**config.mk**
```make
export PLATFORM = sky130hd
export DESIGN_NAME = rft_divider
export DESIGN_NICKNAME = d
export VERILOG_FILES = /design/src/sv/rft_pkg.sv /design/src/sv/rft_divider.sv
export SDC_FILE = /design/constraint.sdc
export NUM_CORES = 1
export LEC_CHECK = 0
export ABC_AREA = 1
export BUFFER_PORTS_ARGS = -buffer_cell sky130_fd_sc_hd__buf_2
export CAP_MARGIN = 25
export CORE_ASPECT_RATIO = 1.25
export CORE_MARGIN = 5
export CORE_UTILIZATION = 45
export CTS_BUF_LIST = sky130_fd_sc_hd__clkbuf_8 sky130_fd_sc_hd__clkbuf_16
export DETAILED_ROUTE_END_ITERATION = 6
export PLACE_DENSITY = 0.67
export SYNTH_ARGS = -nofsm -noshare
export SYNTH_HDL_FRONTEND = slang
export SYNTH_SLANG_ARGS = --single-unit
```
**constraint.sdc**
```tcl
create_clock -name clk_i -period 2.7 [get_ports clk_i]
set_input_delay 0.135 -clock clk_i [delete_from_list [all_inputs] [get_ports clk_i]]
set_output_delay 0.135 -clock clk_i [all_outputs]
set_load 0.005 [all_outputs]
```
**src/sv/rft_pkg.sv**
```systemverilog
// Package for the reduced-fraction totient block.
// Holds the shared constants and the divider request type; no dependencies.
package rft_pkg;

  localparam int unsigned PrimeLimitDef = 100001;
  localparam int unsigned ValueBitsDef  = 33;

  // Divider operation tag; the sequencer and the divider do not use it.
  typedef enum logic [1:0] {
    DivGcd   = 2'd0,
    DivQuot  = 2'd1,
    DivTrial = 2'd2,
    DivAns   = 2'd3
  } div_op_e;

endpackage

```
**src/sv/rft_divider.sv**
```systemverilog
// Shared restoring divider for the reduced-fraction totient block.
// One quotient bit per cycle; uses rft_pkg.
module rft_divider #(
  parameter int unsigned ValueBits = rft_pkg::ValueBitsDef
) (
  input  logic                 clk_i,
  input  logic                 rst_ni,
  input  logic                 start_i,
  input  logic [ValueBits-1:0] dividend_i,
  input  logic [ValueBits-1:0] divisor_i,
  output logic                 done_o,
  output logic [ValueBits-1:0] quot_o,
  output logic [ValueBits-1:0] rem_o
);
  import rft_pkg::*;

  localparam int unsigned CntBits = $clog2(ValueBits + 1);

  logic [ValueBits-1:0] quot_q, quot_d;
  logic [ValueBits:0]   rem_q, rem_d;
  logic [ValueBits-1:0] dvs_q, dvs_d;
  logic [CntBits-1:0]   cnt_q, cnt_d;
  logic                 busy_q, busy_d;
  logic                 done_q, done_d;
  logic [ValueBits:0]   shifted;

  assign shifted = {rem_q[ValueBits-1:0], quot_q[ValueBits-1]};

  always_comb begin
    quot_d = quot_q;
    rem_d  = rem_q;
    dvs_d  = dvs_q;
    cnt_d  = cnt_q;
    busy_d = busy_q;
    done_d = 1'b0;
    if (start_i) begin
      quot_d = dividend_i;
      rem_d  = '0;
      dvs_d  = divisor_i;
      cnt_d  = CntBits'(ValueBits);
      busy_d = 1'b1;
    end else if (busy_q) begin
      // Shift in one dividend bit, subtract where it fits.
      if (shifted >= {1'b0, dvs_q}) begin
        rem_d  = shifted - {1'b0, dvs_q};
        quot_d = {quot_q[ValueBits-2:0], 1'b1};
      end else begin
        rem_d  = shifted;
        quot_d = {quot_q[ValueBits-2:0], 1'b0};
      end
      cnt_d = cnt_q - 1'b1;
      if (cnt_q == CntBits'(1)) begin
        busy_d = 1'b0;
        done_d = 1'b1;
      end
    end
  end

  always_ff @(posedge clk_i or negedge rst_ni) begin
    if (!rst_ni) begin
      busy_q <= 1'b0;
      done_q <= 1'b0;
      cnt_q  <= '0;
    end else begin
      busy_q <= busy_d;
      done_q <= done_d;
      cnt_q  <= cnt_d;
    end
  end

  always_ff @(posedge clk_i) begin
    quot_q <= quot_d;
    rem_q  <= rem_d;
    dvs_q  <= dvs_d;
  end

  assign done_o = done_q;
  assign quot_o = quot_q;
  assign rem_o  = rem_q[ValueBits-1:0];

endmodule

```
== After elaboration in Yosys (flattened, before gate mapping) ==
Cells that the tools add are included.

* Logic and storage cells: 23
* Register bits: 107

* Reductions and logical operators: 1
* Equal/unequal tests: 1
* Magnitude comparators: 1
* Add/subtract/negate cells: 2
* Muxes and demuxes: 12

{| class="wikitable"
|+ Operator list
! kind !! number
|-
| 33-bit two-way mux || 3
|-
| 34-bit by 33-bit >= comparator with 1-bit output || 1
|-
| 33-bit subtractor || 1
|-
| 6-bit two-way mux || 2
|-
| 1-bit two-way mux || 7
|-
| 6-bit by 1-bit == test with 1-bit output (second input constant) || 1
|-
| 6-bit by 1-bit subtractor with 6-bit output (second input constant) || 1
|-
| 2-bit nonzero test || 1
|}

== Longest topological paths before layout ==
* Depth in word-level cells: 4
* Depth in mapped cells: 17
* Gate-level depth less buffers: 16

== Worst setup path before layout ==
Ideal clock, no wire load.

* Kind: input to register
* Start point: input port start_i
* End point: register quot_q[0], in the netlist quot_o[0], enable pin
* Path buffers: 2
* Stages: 4
* Arrival: 1.746 ns
* Path slack: 0.543 ns
* Setup time: 0.411 ns
* Path through: clkbuf_1 > nor2_1 > inv_1 > clkbuf_1

* Cells in the longest elaborated chain, start to end: 1

{| class="wikitable"
|+ Ends and longest elaborated chain
! element !! RTL line !! source
|-
| start: declaration || rft_divider.sv:8 || <nowiki>input logic start_i,</nowiki>
|-
| 2-bit nonzero test (no source line) || - ||
|-
| end signal: assignment || rft_divider.sv:72 || <nowiki>quot_q <= quot_d;</nowiki>
|-
| end: declaration || rft_divider.sv:19 || <nowiki>logic [ValueBits-1:0] quot_q, quot_d;</nowiki>
|}

Every way passes these cells.
A chain may end at the register's enable or synchronous reset.

== Worst setup path in the final report ==
* Start point: register quot_q[32], in the netlist quot_o[32]
* End point: register rem_q[25]

* Cells in the longest elaborated chain, start to end: 2
* Elaborated cells on any way between the ends: 3
* Classes of those cells: 1 x add/sub; 1 x order compare; 1 x mux

{| class="wikitable"
|+ Ends and longest elaborated chain
! element !! RTL line !! source
|-
| 33-bit subtractor / 34-bit by 33-bit >= comparator with 1-bit output (equally long branches) || rft_divider.sv:45, rft_divider.sv:44 ||
|-
| 33-bit two-way mux (*) || rft_divider.sv:44 || <nowiki>if (shifted >= {1'b0, dvs_q}) begin</nowiki>
|-
| end signal: assignment || rft_divider.sv:73 || <nowiki>rem_q <= rem_d;</nowiki>
|-
| end: declaration || rft_divider.sv:20 || <nowiki>logic [ValueBits:0] rem_q, rem_d;</nowiki>
|}

Every way passes the cells marked *; elsewhere a longest branch is shown, timed or not.

==> results.toml <==
[worst_setup_path]
critPathKind = "reg2reg"
arrival_ns = 2.56
required_ns = 2.96
start_kind = "register"
endpoint_kind = "register"
critPathMaxFanout = 19
rr_worst_depth = 15

[yosys]
synth_warnings = 0
ys_async_sr_fraction_pct = 7.48
ys.flop_type = "edfxtp_1"
syn_area_um2 = 7210
netlist_instances = 1026
synthesis.nets = 1131
synth_edf_count = 66
synth-seq-cells = 107
synth.yosys.seq_area_share_pct = 39.4
synth_area_per_cell_um2 = 7.03
synthDistinctLibCells = 40

[final_layout]
final_common_cell = "nand2_1"
syn_to_final_growth_pct = 21.0
fill_cells = 1609
seq_area_um2 = 2840
diodes = 0
multiInputGateArea_um2 = 3520
final_cell_mix = "419 x nand2_1, 176 x inv_1, 135 x buf_2, 78 x nand3_1, 66 x edfxtp_1"
nNetsFinal = 1297
fin_cells = 1409
drive_gt1_share_pct = 17.2
final_area_um2 = 8720

[die]
rows = 51
coreArea_um2 = 15700
dieArea_um2 = 18700
initial_core_util_pct = 45.9
ios = 136
die_h_um = 152
die_w_um = 123

[worst_hold_path]
min_path_cells = 3
min_path_type = "in2reg"

[sta]
hold_ws_ns = 0.0378
worst_pin_slew_ns = 0.647
maxSlewHeadroom_pct = 56.8
rsz0062_at_grt = "no"
timing.final.crit_share_pct = 85.1
final_hold_viol_count = 0
setup_viol = 0
period_needed_ns = 2.30
setup_tns_ns = 0
skew_ns = 0.00722
slew_viol_final = 0
clock.fmax_mhz = 435

[global_routing]
overflow = 0
antenna_found_initial = 0
grt_max_degree = 52
grt_usage_pct = 21.9
grt_pass1_wl_mm = 32.0
grt_pass1_vias = 6618

[drt]
drtPass1Iterations = 5
routed_wirelength_mm = 19.6
vias = 6664
wl_per_cell_um = 13.9
detail-route-antenna-nets = 0
drcViolationCount = 0
drtIter0Drc = 403
viasPerCell = 4.73

[pwr]
powerDensity_nw_per_um2 = 808
leakagePower_nw = 4.79
vdd_ir_drop_max_v = 0.000327
power_mw = 7.05

[clock_tree]
root_buffer = "clkbuf_16"
cts_tree = "done"
cts_setup_buffers = 0
clk_pin_slew_ns = 0.08
htree_levels = 3
cts_made_buffers = 9
worstSkewPairLatency_ns = 0.36
ctsResizeCount = 0
cts_sinks = 107
clock_path_buffers = 2
cts_hold_buf = 34

[placement]
dp_hpwl_mm = 15.2
gp_congestion = 0.953
dp_cells = 1359
port_buffers = 135
dpl_cell_area_um2 = 8100

[status]
status = "complete, no violations"

[job]
maxCapViolations = 0
==> path summary, 6_finish.rpt <==
path                                              from                      to  slack [ns]
max in group asynchronous                       rst_ni    cnt_q[2]$_DFFE_PN0P_        2.38
worst max-delay path              quot_o[32]$_DFFE_PP_  rem_q[25]$_SDFFE_PP0P_        0.40
worst min-delay path                    dividend_i[10]    quot_o[10]$_DFFE_PP_        0.04
min in group asynchronous                       rst_ni        done_o$_DFF_PN0_        0.14
worst max register to register    quot_o[32]$_DFFE_PP_  rem_q[25]$_SDFFE_PP0P_        0.40
worst min register to register  rem_q[15]$_SDFFE_PP0P_  rem_q[15]$_SDFFE_PP0P_        0.48
==> Yosys cell counts, types with 2 or more instances <==
library cell    n  area [um^2]
nand3_1        78          390
buf_6           4         45.0
nand2_1       419         1570
edfxtp_1       66         1980
clkbuf_1       10         37.5
nor2_4          2         22.5
a21oi_2         3         26.3
buf_4           3         22.5
nand4_1         9         56.3
dfxtp_1        33          661
nand3b_1       15          113
o21ai_0         6         30.0
nor3_1          5         25.0
xnor2_1        14          123
dfrtp_1         8          200
o21bai_1        5         37.5
nand2_4         2         22.5
inv_2           7         26.3
nor2_1         40          150
and2_1          7         43.8
nand2_2        10         62.6
o21ai_1        11         55.1
ha_1           35          438
inv_1         176          661
nand3_2         8         80.1
a21oi_1        21          105
buf_2           4         20.0
nor2_2         10         62.6
clkinv_1        4         15.0
==> cells by family (layout without fill, tap and decap cells) <==
group / count (synthesis) / after routing / share of synthesized area, %
simple gates: 610 / 610 / 37.0
fa+ha+maj: 36 / 36 / 6.35
xor+xnor: 15 / 15 / 1.82
buf+inv: 210 / 381 / 11.7
flops: 107 / 107 / 39.4
compound gates: 48 / 48 / 3.70
==> worst max-delay path, cell delays in order (launching register included) <==
cell and delay, ns:
edfxtp_1 0.38, inv_1 0.08, ha_1 0.14, inv_1 0.06, fa_1 0.44, nand3_1 0.13, nand3_2 0.12, nand2_2 0.11
nand2_4 0.06, nand2_4 0.20, buf_12 0.19, nand3_1 0.08, nand2_1 0.06, inv_1 0.04, nand2_1 0.05, nand2_1 0.04
==> metrics by stage <==
stage	setup slack (ns)	utilization, %
after floorplan	0.543	-
after global placement	0.423	51.6
after detailed placement	0.376	51.6
after CTS	0.376	55.6
after global routing	0.121	55.6
final	0.403	55.6
==> final cells by class <==
cell class / instances / share of cell area (%)
clock buffers: 9 / 2.58
clock inverters: 7 / 0.617
inverters: 187 / 8.05
multi-input cells: 709 / 40.4
flip-flops and latches: 107 / 32.6
well taps: 212 / 3.04
repair buffers: 178 / 12.7
==> layer usage <==
| layer | GRT usage, % | vias up | part of all wire, % |
|---|---|---|---|
| met3 | 4.27 | 22 | 5.8 |
| met4 | 6.48 | 0 | 2.0 |
| met2 | 40.4 | 174 | 51 |
| li1 | - | 3510 | - |
| met1 | 25.3 | 2958 | 42 |
| met5 | 0 | - | 0 |
==> power by group <==
part | internal (mW) | total [mW] | switching, mW
Clock | 0.634 | 1.28 | 0.641
Sequential | 2.06 | 2.29 | 0.232
Combinational | 1.33 | 3.48 | 2.15
==> registers in the layout, indices dropped and copies added, names as in the netlist <==
name / count
cnt_q: 6
dvs_q: 33
busy_q: 1
done_o: 1
rem_q: 33
quot_o: 33
(Power assumes the default switching activity.)
